==> config.mk <==
export PLATFORM = sky130hd
export DESIGN_NAME = audio_compander_envelope_gain_flat
export DESIGN_NICKNAME = d
export VERILOG_FILES = /design/src/hw/rtl/acg_pkg.sv /design/src/hw/rtl/acg_req_if.sv /design/src/hw/rtl/acg_res_if.sv /design/src/hw/rtl/audio_compander_envelope_gain.sv /design/src/flat_wrapper.sv
export SDC_FILE = /design/constraint.sdc
export NUM_CORES = 2
export LEC_CHECK = 0
export BUFFER_PORTS_ARGS = -buffer_cell sky130_fd_sc_hd__buf_2
export CELL_PAD_IN_SITES_DETAIL_PLACEMENT = 0
export CELL_PAD_IN_SITES_GLOBAL_PLACEMENT = 1
export CORE_AREA = 2 2 376 378
export CTS_CLUSTER_SIZE = 16
export DETAILED_ROUTE_END_ITERATION = 16
export DIE_AREA = 0 0 378 380
export PLACE_DENSITY_LB_ADDON = 0.1
export REMOVE_ABC_BUFFERS = 1
export SLEW_MARGIN = 10
export SYNTH_ARGS = -nofsm -noshare
export SYNTH_HDL_FRONTEND = slang
export SYNTH_SLANG_ARGS = --single-unit
==> constraint.sdc <==
create_clock -name clk -period 27.7 [get_ports clk]
set_input_delay 2.77 -clock clk [delete_from_list [all_inputs] [get_ports clk]]
set_output_delay 2.77 -clock clk [all_outputs]
set_load 0.01 [all_outputs]
==> src/hw/rtl/acg_pkg.sv <==
// acg_pkg: widths, register map and reset values for the compander envelope/gain block.
// No dependencies; used by the channel interfaces and the top level.
package acg_pkg;

	localparam int SAMPLE_BITS   = 16;
	localparam int COEFF_BITS    = 24;
	localparam int COEFF_LO_BITS = COEFF_BITS / 2;
	localparam int THR_BITS      = 16;
	localparam int GAIN_BITS     = 16;
	localparam int GAIN_FRAC     = 14;
	localparam int ENV_FRAC      = 9;
	localparam int ENV_BITS      = SAMPLE_BITS + ENV_FRAC;      // |sample| << 9 fits
	localparam int EXP_SHIFT     = 5;                            // expand: (env << 5) / T
	localparam int QUO_BITS      = 30;                           // quotient bits produced
	localparam int CMP_REM_SHIFT = 7;                            // (T << 37) >> QUO_BITS
	localparam int ROOT_BITS     = QUO_BITS / 2;
	localparam int MUL_A_BITS    = ENV_BITS;
	localparam int MUL_B_BITS    = GAIN_BITS;
	localparam int MUL_P_BITS    = MUL_A_BITS + MUL_B_BITS;
	localparam int PROD_BITS     = ENV_BITS + COEFF_BITS;
	localparam int SUB_BITS      = ENV_BITS + 2;
	localparam int CNT_BITS      = 5;
	localparam int ADDR_BITS     = 5;
	localparam int DATA_BITS     = 32;

	localparam logic [GAIN_BITS-1:0] GAIN_ONE = 16'd16384;

	// register indexes (byte address / 4)
	localparam logic [2:0] REG_ATTACK  = 3'd0;
	localparam logic [2:0] REG_RELEASE = 3'd1;
	localparam logic [2:0] REG_THRESH  = 3'd2;
	localparam logic [2:0] REG_FLOOR   = 3'd3;
	localparam logic [2:0] REG_CEIL    = 3'd4;

	localparam logic [COEFF_BITS-1:0] ATTACK_RST  = 24'd376156;
	localparam logic [COEFF_BITS-1:0] RELEASE_RST = 24'd7607;
	localparam logic [THR_BITS-1:0]   THRESH_RST  = 16'd3277;
	localparam logic [GAIN_BITS-1:0]  FLOOR_RST   = 16'd1638;
	localparam logic [GAIN_BITS-1:0]  CEIL_RST    = 16'd49152;

	localparam logic OP_COMPRESS = 1'b0;
	localparam logic OP_EXPAND   = 1'b1;

endpackage

==> src/hw/rtl/acg_req_if.sv <==
// acg_req_if: request channel carrying one input sample and its path select.
// Depends on acg_pkg.
interface acg_req_if import acg_pkg::*; ();
	logic                          valid;
	logic                          ready;
	logic                          op;
	logic signed [SAMPLE_BITS-1:0] sample_in;

	modport source (output valid, output op, output sample_in, input ready);
	modport sink   (input valid, input op, input sample_in, output ready);
endinterface

==> src/hw/rtl/acg_res_if.sv <==
// acg_res_if: result channel carrying the scaled sample, gain and clip flag.
// Depends on acg_pkg.
interface acg_res_if import acg_pkg::*; ();
	logic                          valid;
	logic                          ready;
	logic signed [SAMPLE_BITS-1:0] sample_out;
	logic        [GAIN_BITS-1:0]   gain_applied;
	logic                          saturated;

	modport source (output valid, output sample_out, output gain_applied, output saturated,
		input ready);
	modport sink   (input valid, input sample_out, input gain_applied, input saturated,
		output ready);
endinterface

==> src/hw/rtl/audio_compander_envelope_gain.sv <==
// audio_compander_envelope_gain: peak-envelope compander with fixed 2:1 ratio.
// Depends on acg_pkg, acg_req_if, acg_res_if.
//
// Usage:
//   sample_ch (sink) takes one request per sample: op selects the compress (0) or
//   expand (1) path, sample_in is signed Q1.15. result_ch (source) returns one
//   result per request: sample_out, the Q2.14 gain_applied and a clip flag.
//   The APB port holds attack/release coefficients, threshold, gain floor and
//   ceiling at byte addresses 0,4,8,12,16; write only while the block is idle.
// Timing:
//   A request is taken only while the sequencer is idle. When the envelope is
//   under threshold no divide runs and the gain stays unity; the expand path
//   runs a 30-step divide, the compress path the divide plus a 15-step square
//   root. The next request is taken the cycle after the result is registered.
//   The bit-serial divide and root share the one subtractor.
// Reset: both envelopes clear to zero, registers load their defaults.
// Stall: the result sits in an output register; a new request is accepted and
//   processed meanwhile, and the sequencer waits only if it finishes before the
//   previous result has been taken.
module audio_compander_envelope_gain import acg_pkg::*; (
	input  logic                 clk,
	input  logic                 arst_n,
	acg_req_if.sink              sample_ch,
	acg_res_if.source            result_ch,
	input  logic                 psel,
	input  logic                 penable,
	input  logic                 pwrite,
	input  logic [ADDR_BITS-1:0] paddr,
	input  logic [DATA_BITS-1:0] pwdata,
	output logic [DATA_BITS-1:0] prdata,
	output logic                 pready
);

	typedef enum logic [10:0] {
		S_IDLE   = 11'b000_0000_0001,
		S_DIFF   = 11'b000_0000_0010,
		S_MUL_LO = 11'b000_0000_0100,
		S_MUL_HI = 11'b000_0000_1000,
		S_ENV    = 11'b000_0001_0000,
		S_GSEL   = 11'b000_0010_0000,
		S_DIV    = 11'b000_0100_0000,
		S_SQRT   = 11'b000_1000_0000,
		S_CLAMP  = 11'b001_0000_0000,
		S_APPLY  = 11'b010_0000_0000,
		S_OUT    = 11'b100_0000_0000
	} state_t;

	// configuration registers
	logic [COEFF_BITS-1:0] attack_q, release_q;
	logic [THR_BITS-1:0]   thresh_q;
	logic [GAIN_BITS-1:0]  floor_q, ceil_q;

	// per-path envelopes
	logic [ENV_BITS-1:0] cmp_env_q, exp_env_q;

	// sequencer and datapath
	state_t                state_q;
	logic                  op_q, neg_q, up_q;
	logic [SAMPLE_BITS-1:0] mag_q;
	logic [ENV_BITS-1:0]   env_q, diff_q, den_q, rem_q;
	logic [COEFF_BITS-1:0] coeff_q;
	logic [THR_BITS-1:0]   thr_q;
	logic [PROD_BITS-1:0]  prod_q;
	logic [QUO_BITS-1:0]   shreg_q;
	logic [ROOT_BITS-1:0]  root_q;
	logic [GAIN_BITS-1:0]  gain_q;
	logic [CNT_BITS-1:0]   cnt_q;

	// output register
	logic                          out_valid_q;
	logic signed [SAMPLE_BITS-1:0] out_sample_q;
	logic [GAIN_BITS-1:0]          out_gain_q;
	logic                          out_sat_q;

	// combinational helpers
	logic                  cfg_wr;
	logic                  req_take;
	logic                  out_free;
	logic [SAMPLE_BITS-1:0] in_mag;
	logic [ENV_BITS-1:0]   target;
	logic [ENV_BITS-1:0]   env_next;
	logic [ENV_BITS-1:0]   thr_env;
	logic [MUL_A_BITS-1:0] mul_a;
	logic [MUL_B_BITS-1:0] mul_b;
	logic [MUL_P_BITS-1:0] mul_p;
	logic [SUB_BITS-1:0]   sub_a, sub_b;
	logic [SUB_BITS:0]     sub_res;
	logic                  sub_ok;
	logic [ENV_BITS:0]     div_part;
	logic [ROOT_BITS+3:0]  sq_part;
	logic [QUO_BITS-1:0]   graw;
	logic [SAMPLE_BITS+1:0] scaled;
	logic signed [SAMPLE_BITS-1:0] res_val;
	logic                  res_sat;

	assign pready   = 1'b1;
	assign cfg_wr   = psel & penable & pwrite;
	assign req_take = sample_ch.valid & sample_ch.ready;
	assign out_free = ~out_valid_q | result_ch.ready;

	assign sample_ch.ready     = (state_q == S_IDLE);
	assign result_ch.valid     = out_valid_q;
	assign result_ch.sample_out   = out_sample_q;
	assign result_ch.gain_applied = out_gain_q;
	assign result_ch.saturated    = out_sat_q;

	// register read-back
	always_comb begin
		unique case (paddr[4:2])
			REG_ATTACK:  prdata = DATA_BITS'(attack_q);
			REG_RELEASE: prdata = DATA_BITS'(release_q);
			REG_THRESH:  prdata = DATA_BITS'(thresh_q);
			REG_FLOOR:   prdata = DATA_BITS'(floor_q);
			REG_CEIL:    prdata = DATA_BITS'(ceil_q);
			default:     prdata = '0;
		endcase
	end

	always_ff @(posedge clk or negedge arst_n) begin
		if (!arst_n) begin
			attack_q  <= ATTACK_RST;
			release_q <= RELEASE_RST;
			thresh_q  <= THRESH_RST;
			floor_q   <= FLOOR_RST;
			ceil_q    <= CEIL_RST;
		end else if (cfg_wr) begin
			unique case (paddr[4:2])
				REG_ATTACK:  attack_q  <= pwdata[COEFF_BITS-1:0];
				REG_RELEASE: release_q <= pwdata[COEFF_BITS-1:0];
				REG_THRESH:  thresh_q  <= pwdata[THR_BITS-1:0];
				REG_FLOOR:   floor_q   <= pwdata[GAIN_BITS-1:0];
				REG_CEIL:    ceil_q    <= pwdata[GAIN_BITS-1:0];
				default: ;
			endcase
		end
	end

	// two's complement magnitude; -32768 maps to 32768
	assign in_mag = sample_ch.sample_in[SAMPLE_BITS-1]
		? (~sample_ch.sample_in + 1'b1) : sample_ch.sample_in;
	assign target  = {mag_q, {ENV_FRAC{1'b0}}};
	assign thr_env = {thr_q, {ENV_FRAC{1'b0}}};
	assign env_next = up_q ? (env_q + prod_q[PROD_BITS-1:COEFF_BITS])
		: (env_q - prod_q[PROD_BITS-1:COEFF_BITS]);

	// shared multiplier: coefficient halves for the envelope step, then sample * gain
	always_comb begin
		unique case (state_q)
			S_MUL_LO: begin
				mul_a = diff_q;
				mul_b = MUL_B_BITS'(coeff_q[COEFF_LO_BITS-1:0]);
			end
			S_MUL_HI: begin
				mul_a = diff_q;
				mul_b = MUL_B_BITS'(coeff_q[COEFF_BITS-1:COEFF_LO_BITS]);
			end
			S_APPLY: begin
				mul_a = MUL_A_BITS'(mag_q);
				mul_b = gain_q;
			end
			default: begin
				mul_a = diff_q;
				mul_b = '0;
			end
		endcase
	end
	assign mul_p = mul_a * mul_b;

	// shared subtractor: one restoring divide step or one square-root step
	assign div_part = {rem_q, shreg_q[QUO_BITS-1]};
	assign sq_part  = {rem_q[ROOT_BITS+1:0], shreg_q[QUO_BITS-1:QUO_BITS-2]};
	always_comb begin
		if (state_q == S_SQRT) begin
			sub_a = SUB_BITS'(sq_part);
			sub_b = SUB_BITS'({root_q, 2'b01});
		end else begin
			sub_a = SUB_BITS'(div_part);
			sub_b = SUB_BITS'(den_q);
		end
	end
	assign sub_res = {1'b0, sub_a} - {1'b0, sub_b};
	assign sub_ok  = ~sub_res[SUB_BITS];

	assign graw = (op_q == OP_EXPAND) ? shreg_q : QUO_BITS'(root_q);

	// truncate the product and saturate to the sample range
	assign scaled = prod_q[GAIN_FRAC+SAMPLE_BITS+1:GAIN_FRAC];
	always_comb begin
		res_sat = 1'b0;
		if (neg_q) begin
			if (scaled > (SAMPLE_BITS+2)'(1 << (SAMPLE_BITS-1))) begin
				res_sat = 1'b1;
				res_val = {1'b1, {(SAMPLE_BITS-1){1'b0}}};
			end else begin
				res_val = SAMPLE_BITS'(~scaled + 1'b1);
			end
		end else begin
			if (scaled > (SAMPLE_BITS+2)'((1 << (SAMPLE_BITS-1)) - 1)) begin
				res_sat = 1'b1;
				res_val = {1'b0, {(SAMPLE_BITS-1){1'b1}}};
			end else begin
				res_val = SAMPLE_BITS'(scaled);
			end
		end
	end

	// envelopes and sequencer control
	always_ff @(posedge clk or negedge arst_n) begin
		if (!arst_n) begin
			state_q     <= S_IDLE;
			out_valid_q <= 1'b0;
			cmp_env_q   <= '0;
			exp_env_q   <= '0;
		end else begin
			// a new result replaces the one being taken in the same cycle
			if (state_q == S_OUT && out_free)
				out_valid_q <= 1'b1;
			else if (out_valid_q && result_ch.ready)
				out_valid_q <= 1'b0;
			unique case (state_q)
				S_IDLE:   if (req_take) state_q <= S_DIFF;
				S_DIFF:   state_q <= S_MUL_LO;
				S_MUL_LO: state_q <= S_MUL_HI;
				S_MUL_HI: state_q <= S_ENV;
				S_ENV: begin
					state_q <= S_GSEL;
					if (op_q == OP_EXPAND)
						exp_env_q <= env_next;
					else
						cmp_env_q <= env_next;
				end
				S_GSEL:   state_q <= (env_q < thr_env) ? S_APPLY : S_DIV;
				S_DIV: begin
					if (cnt_q == '0)
						state_q <= (op_q == OP_EXPAND) ? S_CLAMP : S_SQRT;
				end
				S_SQRT:   if (cnt_q == '0) state_q <= S_CLAMP;
				S_CLAMP:  state_q <= S_APPLY;
				S_APPLY:  state_q <= S_OUT;
				S_OUT:    if (out_free) state_q <= S_IDLE;
				default:  state_q <= S_IDLE;
			endcase
		end
	end

	// datapath registers
	always_ff @(posedge clk) begin
		unique case (state_q)
			S_IDLE: begin
				if (req_take) begin
					op_q  <= sample_ch.op;
					neg_q <= sample_ch.sample_in[SAMPLE_BITS-1];
					mag_q <= in_mag;
					env_q <= (sample_ch.op == OP_EXPAND) ? exp_env_q : cmp_env_q;
				end
			end
			S_DIFF: begin
				up_q    <= (target >= env_q);
				coeff_q <= (target > env_q) ? attack_q : release_q;
				diff_q  <= (target >= env_q) ? (target - env_q) : (env_q - target);
				thr_q   <= (thresh_q == '0) ? THR_BITS'(1) : thresh_q;
			end
			S_MUL_LO: prod_q <= PROD_BITS'(mul_p);
			S_MUL_HI: prod_q <= prod_q
				+ {mul_p[PROD_BITS-COEFF_LO_BITS-1:0], {COEFF_LO_BITS{1'b0}}};
			S_ENV:    env_q  <= env_next;
			S_GSEL: begin
				gain_q <= GAIN_ONE;
				cnt_q  <= CNT_BITS'(QUO_BITS - 1);
				if (op_q == OP_EXPAND) begin
					// (env << 5) / T
					den_q   <= ENV_BITS'(thr_q);
					rem_q   <= '0;
					shreg_q <= {env_q, {EXP_SHIFT{1'b0}}};
				end else begin
					// (T << 37) / env
					den_q   <= env_q;
					rem_q   <= ENV_BITS'({thr_q, {CMP_REM_SHIFT{1'b0}}});
					shreg_q <= '0;
				end
			end
			S_DIV: begin
				shreg_q <= {shreg_q[QUO_BITS-2:0], sub_ok};
				if (cnt_q == '0) begin
					// last quotient bit; set up the root over the quotient
					rem_q  <= '0;
					root_q <= '0;
					cnt_q  <= CNT_BITS'(ROOT_BITS - 1);
				end else begin
					rem_q  <= sub_ok ? sub_res[ENV_BITS-1:0] : div_part[ENV_BITS-1:0];
					cnt_q  <= cnt_q - 1'b1;
				end
			end
			S_SQRT: begin
				rem_q   <= sub_ok ? ENV_BITS'(sub_res[ROOT_BITS+3:0]) : ENV_BITS'(sq_part);
				root_q  <= {root_q[ROOT_BITS-2:0], sub_ok};
				shreg_q <= {shreg_q[QUO_BITS-3:0], 2'b00};
				cnt_q   <= cnt_q - 1'b1;
			end
			S_CLAMP: begin
				// floor test wins when floor is above ceiling
				if (graw < QUO_BITS'(floor_q))
					gain_q <= floor_q;
				else if (graw > QUO_BITS'(ceil_q))
					gain_q <= ceil_q;
				else
					gain_q <= graw[GAIN_BITS-1:0];
			end
			S_APPLY:  prod_q <= PROD_BITS'(mul_p);
			S_OUT: begin
				if (out_free) begin
					out_sample_q <= res_val;
					out_gain_q   <= gain_q;
					out_sat_q    <= res_sat;
				end
			end
			default: ;
		endcase
	end

endmodule

==> src/flat_wrapper.sv <==
// flat-port wrapper written by rule: the top's interface ports become plain ports
module audio_compander_envelope_gain_flat import acg_pkg::*;
  (clk, arst_n, psel, penable, pwrite, paddr, pwdata, prdata, pready, sample_ch_valid, sample_ch_op, sample_ch_sample_in, sample_ch_ready, result_ch_valid, result_ch_sample_out, result_ch_gain_applied, result_ch_saturated, result_ch_ready);
  acg_req_if sample_ch_i ();
  acg_res_if result_ch_i ();
  input  logic clk;
  input  logic arst_n;
  input  logic psel;
  input  logic penable;
  input  logic pwrite;
  input  logic [ADDR_BITS-1:0] paddr;
  input  logic [DATA_BITS-1:0] pwdata;
  output logic [DATA_BITS-1:0] prdata;
  output logic pready;
  input wire logic [$bits(sample_ch_i.valid)-1:0] sample_ch_valid;
  input wire logic [$bits(sample_ch_i.op)-1:0] sample_ch_op;
  input wire logic [$bits(sample_ch_i.sample_in)-1:0] sample_ch_sample_in;
  output wire logic [$bits(sample_ch_i.ready)-1:0] sample_ch_ready;
  output wire logic [$bits(result_ch_i.valid)-1:0] result_ch_valid;
  output wire logic [$bits(result_ch_i.sample_out)-1:0] result_ch_sample_out;
  output wire logic [$bits(result_ch_i.gain_applied)-1:0] result_ch_gain_applied;
  output wire logic [$bits(result_ch_i.saturated)-1:0] result_ch_saturated;
  input wire logic [$bits(result_ch_i.ready)-1:0] result_ch_ready;
  assign sample_ch_i.valid = sample_ch_valid;
  assign sample_ch_i.op = sample_ch_op;
  assign sample_ch_i.sample_in = sample_ch_sample_in;
  assign sample_ch_ready = sample_ch_i.ready;
  assign result_ch_valid = result_ch_i.valid;
  assign result_ch_sample_out = result_ch_i.sample_out;
  assign result_ch_gain_applied = result_ch_i.gain_applied;
  assign result_ch_saturated = result_ch_i.saturated;
  assign result_ch_i.ready = result_ch_ready;
  audio_compander_envelope_gain u_core (.clk(clk), .arst_n(arst_n), .sample_ch(sample_ch_i), .result_ch(result_ch_i), .psel(psel), .penable(penable), .pwrite(pwrite), .paddr(paddr), .pwdata(pwdata), .prdata(prdata), .pready(pready));
endmodule
* Word level (Yosys, flattened, before mapping)
Index checks and enable logic that the tools add are counted.
Word-level totals: flip-flop bits (word level) 465, input bits 61, output and inout port bits 68, word-level logic and storage cells 142
Cells by class: $add $sub $neg 9, multiply operators 1, magnitude comparators 7, equality and inequality tests 19, multiplexer cells 44, bitwise gates (word level) 9, reduce and logical (&&, ||, !) cells 24
Operator list (number):
- two-way mux 25 bit | 8
- one-hot mux 11 bit (11 select lines) | 1
- one-hot mux 24 bit (5 select lines) | 1
- one-hot mux 49 bit (2 select lines) | 1
- two-way mux 16 bit | 6
- one-hot mux 30 bit (3 select lines) | 1
- one-hot mux 25 bit (3 select lines) | 1
- subtractor 25 bit | 3
- two-way mux 30 bit | 2
- one-hot mux 25 bit (2 select lines) | 1
- adder 49 bit | 1
- one-hot mux 16 bit (3 select lines) | 1
- two-way mux 11 bit | 4
- multiplier 25 x 16 -> 41 bit | 1
- adder 16 x 1 -> 16 bit, second input constant | 2
- inverter 16 bit | 2
- one-hot mux 16 bit (2 select lines) | 1
- greater-than comparator 30 x 16 -> 1 bit | 1
- less-than comparator 30 x 16 -> 1 bit | 1
- two-way mux 15 bit | 2
- one-hot mux 15 bit (2 select lines) | 1
- subtractor 26 x 25 -> 27 bit | 1
- two-way mux 26 bit | 1
- adder 25 bit | 1
- 42 further kinds | 68

* Longest topological paths before layout
word-level depth 6, depth in mapped cells 43, mapped depth without buffers 42

* Worst setup path after synthesis
Ideal clock, no wire load.
path type register -> register, start register u_core.state_q[6], end register u_core.prod_q[47], data pin, setup time 0.257 ns, arrival time 9.380 ns, required time 27.443 ns, slack 18.063 ns, stages on the path, launching flop included 39, buffers on the path 2, clock period less this slack 9.637 ns, cell sequence dfrtp_1 -> nor2_1 -> nand2_1 -> nor4_1 -> nand2_1 -> nor3b_1 -> clkbuf_1 -> a22oi_1 -> nand2_1 -> clkbuf_1 -> nand2_1 -> fa_1 -> fa_1 -> fa_1 -> fa_1 -> inv_1 -> fa_1 -> inv_1 -> [... 3 more ...] -> a21o_1 -> a41oi_1 -> o21ai_0 -> a31oi_1 -> o21bai_1 -> a21oi_1 -> xnor2_1 -> ha_1 -> a21o_1 -> a21o_1 -> a21o_1 -> or3_1 -> o311ai_1 -> a21oi_1 -> o211ai_1 -> a21oi_1 -> xnor2_1 -> nor2_1
Between the ends: cells in the longest elaborated chain, start to end 5, elaborated cells on any way between the ends 9, those cells by class add/sub (1); mul (1); eq/ne (3); mux (3); reduce/logical (1)
RTL lines:
- from (decl) | line audio_compander_envelope_gain.sv:57 | state_t state_q;
- from (signal assigned) | line audio_compander_envelope_gain.sv:232 | S_GSEL: state_q <= (env_q < thr_env) ? S_APPLY : S_DIV;
- from (signal assigned) | line audio_compander_envelope_gain.sv:235 | state_q <= (op_q == OP_EXPAND) ? S_CLAMP : S_SQRT;
- equality test 11 x 10 -> 1 bit, or another cell as far along | line audio_compander_envelope_gain.sv:148, audio_compander_envelope_gain.sv:248
- one-hot mux 16 bit (3 select lines) / two-way mux 25 bit (equally long branches) | line audio_compander_envelope_gain.sv:148 | unique case (state_q)
- multiplier 25 x 16 -> 41 bit | line audio_compander_envelope_gain.sv:167 | assign mul_p = mul_a * mul_b;
- adder 49 bit | line audio_compander_envelope_gain.sv:265 | + {mul_p[PROD_BITS-COEFF_LO_BITS-1:0], {COEFF_LO_BITS{1'b0}}};
- one-hot mux 49 bit (2 select lines) * | line audio_compander_envelope_gain.sv:248 | unique case (state_q)
- to (signal assigned) | line audio_compander_envelope_gain.sv:263 | S_MUL_LO: prod_q <= PROD_BITS'(mul_p);
- to (signal assigned) | line audio_compander_envelope_gain.sv:264 | S_MUL_HI: prod_q <= prod_q
- to (signal assigned) | line audio_compander_envelope_gain.sv:309 | S_APPLY: prod_q <= PROD_BITS'(mul_p);
- to (decl) | line audio_compander_envelope_gain.sv:63 | logic [PROD_BITS-1:0] prod_q;
Every way passes the cells marked *; elsewhere a longest branch is shown, timed or not. A chain may end at the register's enable or synchronous reset.

* Final worst setup path
start register u_core.state_q[4], end register u_core.prod_q[47], data pin
Same word-level chain as after synthesis.

==> results.md <==
* Placed insts at around 6,100
* Setup tns final at 0 ns
* Worst Setup Start Kind: register
* GRT Total Usage at ~20%
* Fmax at roughly 85 MHz
* Num rows at roughly 140
* Post-synthesis async set-or-reset flop share at a little over a third
* Post-CTS setup buffers at 0
* Cell Pwr Density at approximately 76 nW/µm²
* Clk_lat worst skew at roughly 0.69 ns
* Die Span Y at ~380 µm
* DR WL/cell at 23.0 µm
* Vias in the first global route at approximately 31,000
* CTS H-tree lvls at 2
* Synth unique cells at 83
* Worst hold-check path type: reg -> reg
* Drt first-iter violations at around 2,100
* Slew margin rel. at approximately 25%
* Quantity of gates resized following cts at 0
* Layout cells sized above 1 at approximately an eighth
* Status: finished clean
* CP bufs+invs at 4
* Hold-fix buffers, CTS at 0
* Largest net degree at the start of global routing at 69
* Maxcap violations at 0
* CTS Root Buffer Type: clkbuf_16
* Layout area overhead at 11.8%
* Drt first pass iters at 7
* Initial core utilization at between 20% and 30%
* Fin nets at approximately 4,900
* Num CTS Buffers at 60
* Routed wire length at approximately 140,000 µm
* Pleak at about 20 nW
* Clk sink count at roughly 450
* Req. time, crit path at around 28 ns
* Die area at roughly 140,000 µm²
* Minimum clock period at ~12 ns
* Global-route wire length before repair at about 210,000 µm
* Via density at roughly 4.9
* Worst VDD drop at roughly 0.055 mV
* Register bit count reported by yosys at about 450
* Unrepaired setup endpoints after global routing: false
* CP Max Fanout at 53
* CP arrival at roughly 12 ns
* Core area at 139,000 µm²
* Max-slew violation count at 0
* Post-synthesis sequential area ratio at between 30% and 40%
* Initial antenna violation count at 18
* Main synth FF type: edfxtp_1
* Clock Pin Slew Worst Setup and Hold Paths at 0.06 ns
* Final Hold Fails at 0
* Slowest stage cell, crit path: nand2_1
* Clock Skews at 0.0483 ns
* CP delay by family, top: adder cells
* Die Wd at 378 µm
* Final cell utilization of the core at between 30 and 40%
* Cell Count, Final, Fillers Out at slightly above 6,000
* Ys Warns at 0
* Antenna Nets Post-Route at 0
* I/O pins at ~130
* Final period util at between 40% and 50%
* Worst slew pin tran at 1.13 ns
* Finish-stage setup viols at 0
* CP max stage delay at 0.71 ns
* Mapped cell area at just over 40,000 µm²
* CTS tree: done
* Kind of critical path: reg -> reg
* Overflow left after global routing at 0
* EDFF count, synth at ~300
* Syn Inst Count at roughly 4,200
* Crit. End Element: register
* Post-DP HPWL at 110,000 µm
* Clock buffer depth at 3
* Syn avg cell area at between 9 and 10 µm²
* Routed vias at ~30,000
* I/O Buffers at roughly 110
* Routability cong. at around 0.8
* Most used cell, CP: fa_1
* # DRC at 0
==> layout make-up <==
class	count	area (µm²)
multi-input cells	3111	25000
diodes	3	7.51
repair buffers	164	965
clock buffers	79	1670
fillers	14700	94200
inverters	473	1780
clock inverters	34	363
flip-flops and latches	453	12900
well taps	1876	2350
==> cell usage in the layout, fill, tap and decap left out, types with 20 or more instances in the layout <==
cell type  synthesis  layout
and3_1            52      52
nand4_1           20      20
nor2_1           287     283
a21oi_1          215     214
mux2i_1           56      56
ha_1             284     284
buf_4              9      55
a221o_1           21      21
nand3_1           33      31
and2_1            46      45
o21ai_0          224     224
inv_1            473     473
o21bai_1          27      27
mux2_2           152     152
conb_1             2      45
fa_1             324     324
nand2_1          599     598
nand2b_1          40      40
nor3_1            33      33
a21o_1           102     102
dfrtp_1          120     120
a31oi_1           23      23
edfxtp_1         295     295
a22oi_1           35      35
clkbuf_16          0      60
nor2b_1           47      46
buf_2             16     108
dfstp_2           38      38
xnor2_1          103     103
xor2_1            70      70
a211oi_1          41      41
==> per-stage QoR <==
stage / area [µm²] / power [W] / setup slack, ns / hold WS (ns)
CTS: 45000 / 0.00345 / 15.81 / 0.412
global placement: 43000 / 0.00263 / 15.90 / 0.429
global route: 45000 / 0.00366 / 14.91 / 0.420
finish: 45000 / 0.00341 / 15.96 / 0.420
floorplan: 39600 / 0.00205 / 17.08 / 0.425
detailed placement: 43000 / 0.00261 / 15.87 / 0.434
==> path summary, 6_finish.rpt <==
kind	endpoint	start	depth (start not counted)	slack (ns)
min in group asynchronous	u_core.cmp_env_q[3]$_DFFE_PN0P_	arst_n	1	2.09
min	u_core.result_ch.gain_applied[9]$_DFFE_PP_	u_core.gain_q[9]$_SDFFCE_PN0P_	0	0.42
min reg2reg	u_core.result_ch.gain_applied[9]$_DFFE_PP_	u_core.gain_q[9]$_SDFFCE_PN0P_	0	0.42
max reg2reg	u_core.prod_q[47]$_SDFFCE_PN0P_	u_core.state_q[4]$_DFFE_PN0P_	36	15.96
max	u_core.prod_q[47]$_SDFFCE_PN0P_	u_core.state_q[4]$_DFFE_PN0P_	36	15.96
max in group asynchronous	u_core.state_q[3]$_DFFE_PN0P_	arst_n	2	24.35
==> cells in the mapped netlist (all sizes together), types with 17 or more instances <==
cell type	count	share of area (%)
a211oi	43	0.83
a21o	102	1.9
a21oi	215	2.7
a221o	21	0.52
a221oi	17	0.37
a22oi	35	0.65
a31oi	23	0.36
and2	48	0.75
and3	52	0.81
buf	36	0.54
clkbuf	166	1.5
dfrtp	120	7.5
dfstp	38	2.5
edfxtp	295	22
fa	324	16
ha	284	8.8
inv	473	4.4
mux2	154	4.3
mux2i	56	1.4
nand2	600	5.6
nand2b	40	0.62
nand3	33	0.41
nand4	21	0.34
nor2	287	2.7
nor2b	47	0.73
nor3	36	0.48
o21ai	230	2.9
o21bai	27	0.50
or3	18	0.28
xnor2	103	2.2
xor2	70	1.5
==> cells by family (layout without fill, tap and decap cells) <==
group                      after synthesis  in the layout  share of synthesized area [%]
and+or+nand+nor                       1247           1247                           14.0
AOI/OAI and AO/OA                      828            828                           13.1
buffers and inverters                  675            750                           6.50
adders and majority gates              608            608                           24.9
DFF                                    453            453                           31.9
muxes                                  210            210                           5.71
xor gates and xnor gates               173            173                           3.76
other                                    2             48                         0.0187
==> flip-flops by register name, summed over array words and instances, names as in the netlist, 15 cells and up <==
register	cells
u_core.result_ch.sample_out	16
u_core.rem_q	25
u_core.root_q	15
u_core.env_q	25
u_core.release_q	24
u_core.floor_q	16
u_core.shreg_q	30
u_core.gain_q	16
u_core.thresh_q	16
u_core.prod_q	37
u_core.den_q	25
u_core.mag_q	16
u_core.cmp_env_q	25
u_core.diff_q	25
u_core.coeff_q	24
u_core.ceil_q	16
u_core.result_ch.gain_applied	16
u_core.exp_env_q	25
u_core.attack_q	24
u_core.thr_q	16
==> layer usage <==
| layer | global-route usage (%) | part of all wire [%] | vias up | wire length, µm |
|---|---|---|---|---|
| li1 | - | - | 14400 | - |
| met1 | 29.3 | 48 | 15100 | 68700 |
| met2 | 31.3 | 45 | 590 | 64200 |
| met3 | 2.61 | 4.7 | 129 | 6670 |
| met4 | 4.44 | 2.2 | 0 | 3170 |
| met5 | 0 | 0 | - | 0 |
==> report_power, final <==
part | internal (W) | switching [W] | total [W]
clock network | 0.000465 | 0.000341 | 0.000807
logic | 0.000597 | 0.000981 | 0.00158
registers | 0.000888 | 0.000133 | 0.00102
total | 0.00195 | 0.00145 | 0.00341
Power figures use the tool's default switching activity.
